**config.mk**
```make
export PLATFORM = sky130hd
export DESIGN_NAME = bsag_expander
export DESIGN_NICKNAME = d
export VERILOG_FILES = /design/src/rtl/bsag_pkg.sv /design/src/rtl/bsag_expander.sv
export VERILOG_INCLUDE_DIRS = /design/src /design/src/rtl
export SDC_FILE = /design/constraint.sdc
export NUM_CORES = 1
export LEC_CHECK = 0
export BUFFER_PORTS_ARGS = -buffer_cell sky130_fd_sc_hd__buf_4
export CAP_MARGIN = 15
export CORE_UTILIZATION = 33
export CTS_BUF_LIST = sky130_fd_sc_hd__clkbuf_16
export DETAILED_ROUTE_END_ITERATION = 10
export GPL_TIMING_DRIVEN = 0
export SYNTH_ARGS = -nofsm -noshare
export SYNTH_HDL_FRONTEND = slang
export SYNTH_SLANG_ARGS = --single-unit
```
**constraint.sdc**
```tcl
create_clock -name clk -period 8.67 [get_ports clk]
set_input_delay 2.1675 -clock clk [delete_from_list [all_inputs] [get_ports clk]]
set_output_delay 2.1675 -clock clk [all_outputs]
set_load 0.1 [all_outputs]
```
**src/rtl/assert_macros.svh**
```systemverilog
// ----------------------------------------------------------------------------
// Assertion macros
// Shared concurrent assertion forms, clocked on clk and disabled in reset.
// ----------------------------------------------------------------------------
`ifndef ASSERT_MACROS_SVH
`define ASSERT_MACROS_SVH

// The property must hold at every rising edge of clk outside reset.
`define ASSERT_AR(lbl, prop, msg) \
	lbl: assert property (@(posedge clk) disable iff (!arst_n) (prop)) else $error(msg);

// The condition must never be true at a rising edge of clk outside reset.
`define ASSERT_NEVER(lbl, cond, msg) \
	lbl: assert property (@(posedge clk) disable iff (!arst_n) !(cond)) else $error(msg);

`endif

```
**src/rtl/bsag_pkg.sv**
```systemverilog
// ----------------------------------------------------------------------------
// Block scatter address generator package
// Beat types, register indexes and sizing constants shared by all modules.
// ----------------------------------------------------------------------------
`timescale 1ns / 1ps

package bsag_pkg;

	localparam int BLOCK_SIDE = 4;
	localparam int SIDE_W     = 2;
	localparam int BLK_W      = 44;
	localparam int SLOT_W     = 16;
	localparam int LEN_W      = 17;
	localparam int DIM_W      = 24;
	localparam int STRIDE_W   = 32;
	localparam int SRC_W      = 20;
	localparam int OFS_W      = 64;
	localparam int BX_W       = 23;
	localparam int REM_W      = 22;
	localparam int DIV_STAGES = BLK_W;
	localparam int PROD_W     = DIM_W + 1 + STRIDE_W + 1;
	localparam int CFG_IDX_W  = 8;
	localparam int CFG_DATA_W = 32;

	localparam logic [CFG_IDX_W-1:0] CFG_WIDTH    = 8'd0;
	localparam logic [CFG_IDX_W-1:0] CFG_HEIGHT   = 8'd1;
	localparam logic [CFG_IDX_W-1:0] CFG_X_STRIDE = 8'd2;
	localparam logic [CFG_IDX_W-1:0] CFG_Y_STRIDE = 8'd3;

	typedef struct packed {
		logic [BLK_W-1:0]  block_index;
		logic [SLOT_W-1:0] batch_slot;
		logic [LEN_W-1:0]  batch_length;
	} blk_beat_t;

	typedef struct packed {
		logic [SRC_W-1:0]        source_index;
		logic signed [OFS_W-1:0] dest_offset;
		logic                    last;
		logic                    out_of_range;
	} addr_beat_t;

	typedef struct packed {
		logic [DIM_W-1:0]    width;
		logic [DIM_W-1:0]    height;
		logic [STRIDE_W-1:0] xs;
		logic [STRIDE_W-1:0] ys;
	} cfg_t;

	typedef struct packed {
		logic [BLK_W-1:0]  num;
		logic [REM_W-1:0]  rem;
		logic [SLOT_W-1:0] slot;
		logic [LEN_W-1:0]  len;
	} div_res_t;

	typedef struct packed {
		logic [OFS_W-1:0]  base;
		logic [OFS_W-1:0]  xs;
		logic [OFS_W-1:0]  ys;
		logic [SLOT_W-1:0] slot;
		logic [LEN_W-1:0]  len;
		logic [SIDE_W-1:0] lastx;
		logic [SIDE_W-1:0] lasty;
		logic              oor;
	} blk_desc_t;

endpackage

```
**src/rtl/bsag_expander.sv**
```systemverilog
// ----------------------------------------------------------------------------
// Element expander
// Walks the in-array elements of one block in row-major order and issues
// one address beat per cycle from an output register while addr_ready is high.
// ----------------------------------------------------------------------------
`timescale 1ns / 1ps
`include "assert_macros.svh"

module bsag_expander
	import bsag_pkg::*;
(
	input  logic       clk,
	input  logic       arst_n,
	input  logic       desc_valid,
	input  blk_desc_t  desc,
	output logic       desc_ready,
	output logic       addr_valid,
	input  logic       addr_ready,
	output addr_beat_t addr
);

	logic              busy_q, out_valid_q;
	logic [SIDE_W-1:0] ix_q, iy_q;
	blk_desc_t         blk_q;
	logic [OFS_W-1:0]  cur_q, row_q;
	addr_beat_t        out_q;

	logic              fire, is_last, row_end, load;
	logic [OFS_W-1:0]  row_next;
	logic [SRC_W:0]    src;

	always_comb begin
		fire       = busy_q && (!out_valid_q || addr_ready);
		row_end    = (ix_q == blk_q.lastx);
		is_last    = row_end && (iy_q == blk_q.lasty);
		desc_ready = !busy_q || (fire && is_last);
		load       = desc_valid && desc_ready;
		row_next   = row_q + blk_q.ys;
		src        = (SRC_W + 1)'({iy_q, ix_q}) * (SRC_W + 1)'(blk_q.len)
		           + (SRC_W + 1)'(blk_q.slot);
	end

	always_ff @(posedge clk or negedge arst_n) begin
		if (!arst_n) begin
			busy_q      <= 1'b0;
			out_valid_q <= 1'b0;
			ix_q        <= '0;
			iy_q        <= '0;
		end else begin
			if (load) begin
				busy_q <= 1'b1;
			end else if (fire && is_last) begin
				busy_q <= 1'b0;
			end
			if (fire) begin
				out_valid_q <= 1'b1;
			end else if (addr_ready) begin
				out_valid_q <= 1'b0;
			end
			if (load) begin
				ix_q <= '0;
				iy_q <= '0;
			end else if (fire) begin
				if (row_end) begin
					ix_q <= '0;
					iy_q <= iy_q + 1'b1;
				end else begin
					ix_q <= ix_q + 1'b1;
				end
			end
		end
	end

	always_ff @(posedge clk) begin
		if (fire) begin
			out_q.source_index <= blk_q.oor ? '0 : src[SRC_W-1:0];
			out_q.dest_offset  <= blk_q.oor ? '0 : $signed(cur_q);
			out_q.last         <= is_last;
			out_q.out_of_range <= blk_q.oor;
		end
		if (load) begin
			blk_q <= desc;
			cur_q <= desc.base;
			row_q <= desc.base;
		end else if (fire) begin
			if (row_end) begin
				row_q <= row_next;
				cur_q <= row_next;
			end else begin
				cur_q <= cur_q + blk_q.xs;
			end
		end
	end

	assign addr_valid = out_valid_q;
	assign addr       = out_q;

	`ASSERT_AR(a_oor_is_last, out_valid_q && out_q.out_of_range |-> out_q.last, "out-of-range beat not last")
	`ASSERT_AR(a_oor_zero, out_valid_q && out_q.out_of_range |-> out_q.source_index == '0 && out_q.dest_offset == '0, "out-of-range beat carries an address")
	`ASSERT_NEVER(a_walk_bounds, busy_q && (ix_q > blk_q.lastx || iy_q > blk_q.lasty), "element walk past block edge")

endmodule

```
==> results of run 1 <==
critical path: cells and delay by family (launching register included):
kind / cells / cell delay (ns)
buffers and inverters: 3 / 0.83
AOI/OAI and AO/OA: 9 / 1.98
adders and majority gates: 4 / 1.77
and+or+nand+nor: 2 / 0.22
DFF: 1 / 0.39
xor gates and xnor gates: 1 / 0.36
registers in the layout, summed over array words and instances (netlist names):
signal and cells:
cur_q 64, ix_q 2, iy_q 2, blk_q 166
busy_q 1, addr_valid 1, addr 86, row_q 64
per-layer routing:
metal  global-route usage, %  vias up
met4                   7.716        0
met3                   2.947      131
met5                       0        -
met1                   30.00     9094
li1                        -     8967
met2                   33.59      768
through the flow:
stage / power (W) / setup slack, ns
3_5_place_dp: 0.01034 / 2.827
3_3_place_gp: 0.01030 / -2.250
5_1_grt: 0.01328 / 2.622
6_report: 0.01246 / 2.866
2_1_floorplan: 0.008366 / 0.3438
4_1_cts: 0.01241 / 2.819
layout by cell type (no fill, tap or decap), drive strengths merged, types with 6 or more instances in the layout:
cell    instances
bufinv          6
mux2            6
inv           120
a21oi         220
dfrtp           6
clkinv         13
a211oi         15
ha            155
o21bai         24
o21a           28
edfxtp        380
o211ai         17
nor2          157
a31oi          21
or3            10
nor3           23
nand4          30
nor4            7
and2           57
o31ai           7
a21o           75
nand2         266
nor2b          75
nand2b         16
and3           17
buf           347
a221oi          6
nand3          38
clkbuf        114
o221ai          7
fa             46
xor2           58
o21ai         135
xnor2          85
report_power, final:
group	total (W)	internal [W]	switching [W]	leakage, nW
Clock	0.00200	0.00120	0.000807	0.767
Combinational	0.00730	0.00251	0.00479	7.43
Sequential	0.00316	0.00288	0.000281	3.66
Total	0.0125	0.00658	0.00588	11.9
cell type report:
cell class                 instances  area share (%)
clock inverter                    31           1.086
multi-input combinational       1676           39.64
timing repair buffer             325           8.620
sequential                       386           39.67
antenna                            4         0.03434
inverter                         112           1.451
tap                              950           4.078
clock buffer                      49           4.207
buffer                            87           1.215
path summary, 6_finish.rpt:
check,endpoint,depth (start not counted),slack (ns),from
max reg2reg,addr[85],19,2.87,iy_q[0]
max in group asynchronous,ix_q[0],1,7.14,arst_n
min,addr_valid,1,0.49,busy_q
min reg2reg,addr_valid,1,0.49,busy_q
max,addr[85],19,2.87,iy_q[0]
min in group asynchronous,addr_valid,1,1.39,arst_n
cells by family after synthesis:
logic type,Yosys count
buf+inv,199
flops,386
mux,11
xor+xnor,143
simple gates,708
compound gates,613
fa+ha+maj,201
==> results.md, run 1 <==
* Fillers at around 7000
* Count of flip-flops with a built-in enable after synthesis at between 300 and 400
* Post-CTS Setup Bufs at 0
* Max Fclk at approximately 170 MHz
* Post-DP Area at ~28000 um2
* Mapped Avg Cell Area at between 10 and 15 um2
* CTS tree: done
* Pwr per Cell Area at 427.5 nW/um2
* Synth Area in Compound Gates at between 10% and 20%
* Post-synth ARST share at 1.554%
* CTS Root Cell: clkbuf_16
* Sequential fraction of the synthesis area at approximately 48%
* Largest family of logic cells by synthesized area: compound AO/OA/AOI/OAI gates
* Peak supply drop at about 350 uV
* Synth Area in Adders at 11.99%
* Vias at approximately 19000
* Final Hold Slack at between 0.4 and 0.5 ns
* Register Area at around 12000 um2
* DPL Wire Length at between 60000 and 70000 um
* Post-layout util at 40.77%
* Routed WL at slightly above 80000 um
* Vias in the first global route at 18670
* Synth Instances at 2261
* HP Class: reg -> reg
* Antenna violations before repair at 4
* Area Growth Syn to Fin at 22.16%
* M1 WL at roughly 36000 um
* Critical Path Max Stage Delay at between 0.5 and 0.6 ns
* Worst endpoint data arrival time at about 6.1 ns
* Max-Cap Viols at 0
* P_leak at approximately 12 nW
* Fin. max-slew vios at 0
* Clock Skew at around 0.026 ns
* Final non-filler cell total at 3620
* Pre-antenna DRT Iters at 5
* CTS H-tree depth at 2
* Cell chain of the critical path: clkbuf_1 > clkbuf_1 > nand2_1 > fa_1 > fa_1 > fa_1 > inv_1 > ha_1 > a21o_1 > a21oi_1 > o21bai_1 > a21oi_1 > o21ai_0 > a41oi_1 > a21oi_1 > a41oi_1 > a21oi_1 > xnor2_1 > nor2_1
* CP Capture Type: flip-flop
* Final cycle utilization of the critical path at about 67%
* Most frequent cell after synthesis: edfxtp_1
* Drt wl/cell at 22.25 um
* Global Route Usage Sum at a little over a fifth
* DRC Markers at 0
* Clock latency on the worst-skew pair at between 0.5 and 0.6 ns
* Setup Viol. Count Final at 0
* Share of cells above drive strength 1 at between 10% and 20%
* Post-DR vias/cell at approximately 5.2
* Final Hold Viols at 0
* Layout Cell Area excl Fill at a little under 30000 um2
* First-pass GRT wire length at about 120000 um
* # port buffers at approximately 320
* Synth Warn # at 0
* Fin nets at 3069
* Die H at between 200 and 300 um
* Maximum clock path buffer count at 3
* Met2 Routed Length at about 36000 um
* Req. time, crit path at around 9 ns
* Setup TNS at 0 ns
* Leading register cell type out of synthesis: edfxtp_1
* Chip width at around 270 um
* Largest fanout on the critical path at 10
* Xor/xnor share of the synthesized area at around 5.3%
* # clock sinks at roughly 390
* Worst path most repeated cell: a21oi_1
* Yosys top cell by area: edfxtp_1
* Simple-Gate Fraction of Synth Area at 13.93%
* Clock period minus worst slack at 5.804 ns
* Post-synthesis mux area share at 0.4929%
* Synth area leaders: edfxtp_1, ha_1, a21oi_1
* Ports at about 320
* Clk pin slew, worst setup/hold paths at 0.06 ns
* Routed met3 length at ~5500 um
* Die ar. at about 73000 um2
* Post-synthesis cell type count at between 80 and 90
* Multi-input gate area at between 10000 and 15000 um2
* Final GP Congestion at about 0.94
* Slowest library cell on the worst path: fa_1
* Run status: finished clean
* Initial DRC Count at around 2000
* Rel. slew slack at approximately 27%
* Post-synth top cells: edfxtp_1, nand2_1, a21oi_1
* Critical path launch point type: flip-flop
* Mapped Area at between 20000 and 25000 um2
* Worst-margin pin slew at 1.090 ns
* Num CTS Buffers at 46
* Cts hold-fix bufs at 0
* WS Path Type: reg -> reg
* Core footprint at a little over 70000 um2
* Synthesized Nets at ~2700
* Initial Util at between 30% and 40%
* Yosys reg bits at just under 400
* Num rows at a little under 100
* Antenna-violating nets left at 0
* Placed cells at 3536
* Total grt overflow at 0
* Share of the synthesized area in the top cell type at between 40 and 50%
* CTS resizes at 0
* Largest net degree at the start of global routing at 94
* Uppermost layer routed: met4
* RSZ-0062 raised after global routing: no
No activity file was read; power rests on OpenSTA's default activity.
==> run 2: changes to the inputs <==
clock period = 5 ns   (was 8.67 ns; I/O delays follow)
==> run 2 against run 1 <==
Compared with the run above: combinational power is 74% higher; core utilization is 0.061 points higher; global-route usage hardly changed; sequential share of layout area hardly changed; worst setup slack worse by 2.6 ns; largest cell class is now multi-input gates.
==> results.md, run 2 (synthesis gave the netlist of run 1 again) <==
* Die ar. at 73380 um2 (unchanged)
* Max-Cap Viols at 0 (unchanged)
* Final GP Congestion at 0.9617 (+2.1%)
* Final Hold Viols at 0 (unchanged)
* Layout Cell Area excl Fill at 29190 um2 (+0.15%)
* Req. time, crit path at 5.30 ns (-3.69 ns)
* Reg2Reg Setup Slack at 0.22 ns (-2.64 ns)
* Peak supply drop at 667.8 uV (+90%)
* Chip width at 270.9 um (unchanged)
* Cell chain of the critical path: clkbuf_2 > nand2_1 > fa_1 > fa_1 > fa_1 > inv_1 > ha_1 > a21oi_1 > o21bai_1 > a21oi_1 > o21ai_0 > a21oi_1 > a21oi_1 > a221oi_2 > nor2b_1 > xor2_1 > nor2_1
* Drt wl/cell at 22.27 um (about the same)
* Max reg flops at 166 (unchanged)
* Vias in the first global route at 18650 (-0.086%)
* Slowest library cell on the worst path: fa_1
* RSZ-0062 raised after global routing: no
* Internal power at 0.01146 W (+74%)
* CP Capture Type: flip-flop
* Switching part of the total at 47.11% (about the same)
* Largest net degree at the start of global routing at 104 (+11%)
* Total grt overflow at 0 (unchanged)
* Clock latency on the worst-skew pair at 0.59 ns (about the same)
* CTS H-tree depth at 2 (unchanged)
* Rel. slew slack at 31.68% (+4.3 points)
* Power share of the combinational group at 58.8% (+0.2 points)
* Antenna-violating nets left at 0 (unchanged)
* Antenna violations before repair at 5 (+1)
* DPL Wire Length at 64080 um (-0.10%)
* Max Fclk at 209.3 MHz (+21%)
* Final non-filler cell total at 3622 (+0.055%)
* Ports at 322 (unchanged)
* Buf/Inv on CP at 2 (-1)
* Part of the power in registers at 25.3% (about the same)
* P_leak at 11.88 nW (+0.22%)
* Power share of the clock group at 15.9% (-0.2 points)
* Share of cells above drive strength 1 at 17.50% (+0.47 points)
* NetSw at 0.01020 W (+74%)
* Post-DP Area at 27590 um2 (unchanged)
* Worst R2R End: addr[82]
* Run status: finished clean
* Post-DR vias/cell at 5.223 (-0.28%)
* Core footprint at 71490 um2 (unchanged)
* Final cycle utilization of the critical path at 95.58% (+29 points)
* First-pass GRT wire length at 116900 um (-0.13%)
* Fin nets at 3068 (-0.033%)
* Die H at 270.9 um (unchanged)
* Clock period minus worst slack at 4.779 ns (-1.026 ns)
* Initial DRC Count at 1750 (-12%)
* Largest fanout on the critical path at 10 (unchanged)
* Worst path most repeated cell: a21oi_1
* Vias at 18920 (-0.22%)
* Commonest cells after routing, fill and taps aside: edfxtp_1, buf_4, nand2_1
* Num rows at 98 (unchanged)
* Initial Util at 33.38% (unchanged)
* Placed cells at 3536 (unchanged)
* Fin. max-slew vios at 0 (unchanged)
* Maximum clock path buffer count at 3 (unchanged)
* CTS tree: done
* Critical path launch point type: flip-flop
* Area Growth Syn to Fin at 22.34%
* Post-layout util at 40.83% (+0.061 points)
* Commonest non-fill, non-tap cell in the layout: edfxtp_1
* WS Path Type: reg -> reg
* Routed WL at 80650 um (+0.13%)
* Cts hold-fix bufs at 0 (unchanged)
* FF-to-FF path depth at 17 (-2)
* DRC Markers at 0 (unchanged)
* CTS Root Cell: clkbuf_16
* Pwr per Cell Area at 742.1 nW/um2 (+74%)
* # clock sinks at 386 (unchanged)
* Final Hold Slack at 0.4717 ns (-0.02092 ns)
* Most flop-heavy register: blk_q
* # port buffers at 321 (unchanged)
* Worst-margin pin slew at 1.025 ns (-0.06490 ns)
* HP Class: in -> async
* Critical Path Max Stage Delay at 0.53 ns (-0.02 ns)
* Setup Viol. Count Final at 0 (unchanged)
* Clk pin slew, worst setup/hold paths at 0.06 ns (about the same)
* Clock Skew at 0.02497 ns (-0.0008846 ns)
* Worst R2R Start: iy_q[0]
* Num CTS Buffers at 45 (-2.2%)
* Worst endpoint data arrival time at 5.08 ns (-1.04 ns)
* Delay-heaviest family, CP: adder cells
* Pre-antenna DRT Iters at 6 (+1)
* Global Route Usage Sum at 21.41% (about the same)
## run 2: cell type report
class / count / area, um2
multi-input combinational: 1676 / 11590
fill: 6939 / 42300
sequential: 386 / 11560
inverter: 112 / 422.9
timing repair buffer: 328 / 2535
antenna: 4 / 10.01
clock buffer: 47 / 1176
clock inverter: 35 / 356.6
buffer: 84 / 349.1
tap: 950 / 1189
## run 2: timing repair
| item | 4_1_cts | 5_1_grt |
|---|---|---|
| gates cloned | 0 | 0 |
| endpoints found under the setup margin | 9 | 4 |
| setup buffers | 3 | 0 |
| endpoints found under the hold margin | 0 | 0 |
| resized for setup | 9 | 4 |
| pin swaps | 1 | 0 |
## run 2: how the worst max path moves through the flow
stage / depth (start not counted) / slack (ns) / startpoint / end
after detailed placement: 19 / -0.80 / ix_q[1] / addr[85]
after global placement: 8 / -1.38 / addr_ready / cur_q[3]
after floorplan: 7 / 0.27 / addr_ready / cur_q[0]
after global routing: 17 / 0.01 / ix_q[1] / addr[82]
after CTS: 18 / 0.05 / ix_q[1] / addr[85]
final: 17 / 0.22 / iy_q[0] / addr[82]
## run 2: worst reg2reg max path, cell delays in order, from the launching register on
cell and delay, ns:
dfrtp_2 0.42, clkbuf_2 0.24, nand2_1 0.11, fa_1 0.53, fa_1 0.44, fa_1 0.49, inv_1 0.04, ha_1 0.31
a21oi_1 0.23, o21bai_1 0.10, a21oi_1 0.23, o21ai_0 0.25, a21oi_1 0.26, a21oi_1 0.14, a221oi_2 0.32, nor2b_1 0.20
xor2_1 0.15, nor2_1 0.05
## run 2: power groups by stage
stage | logic, W | registers [W] | clock network, W
after floorplan | 0.00771 | 0.00675 | 0
after global placement | 0.0122 | 0.00556 | 0
after detailed placement | 0.0124 | 0.00551 | 0
after CTS | 0.0125 | 0.00547 | 0.00355
after global routing | 0.0138 | 0.00554 | 0.00364
final | 0.0127 | 0.00548 | 0.00345
## run 2: through the flow
step	setup TNS, ns	setup WS [ns]	total power [W]
2_1_floorplan	0	0.2679	0.01446
3_3_place_gp	-135.16	-1.380	0.01778
3_5_place_dp	-2.911	-0.7980	0.01790
4_1_cts	0	0.04763	0.02153
5_1_grt	0	0.01142	0.02302
6_report	0	0.2211	0.02166
## run 2: per-layer routing
layer | wire length (um) | vias to the layer above | track usage (%)
li1 | - | 8979 | -
met1 | 36810 | 9067 | 29.98
met2 | 36100 | 759 | 33.76
met3 | 5037 | 111 | 2.725
met4 | 2686 | 2 | 7.731
met5 | 13 | - | 0
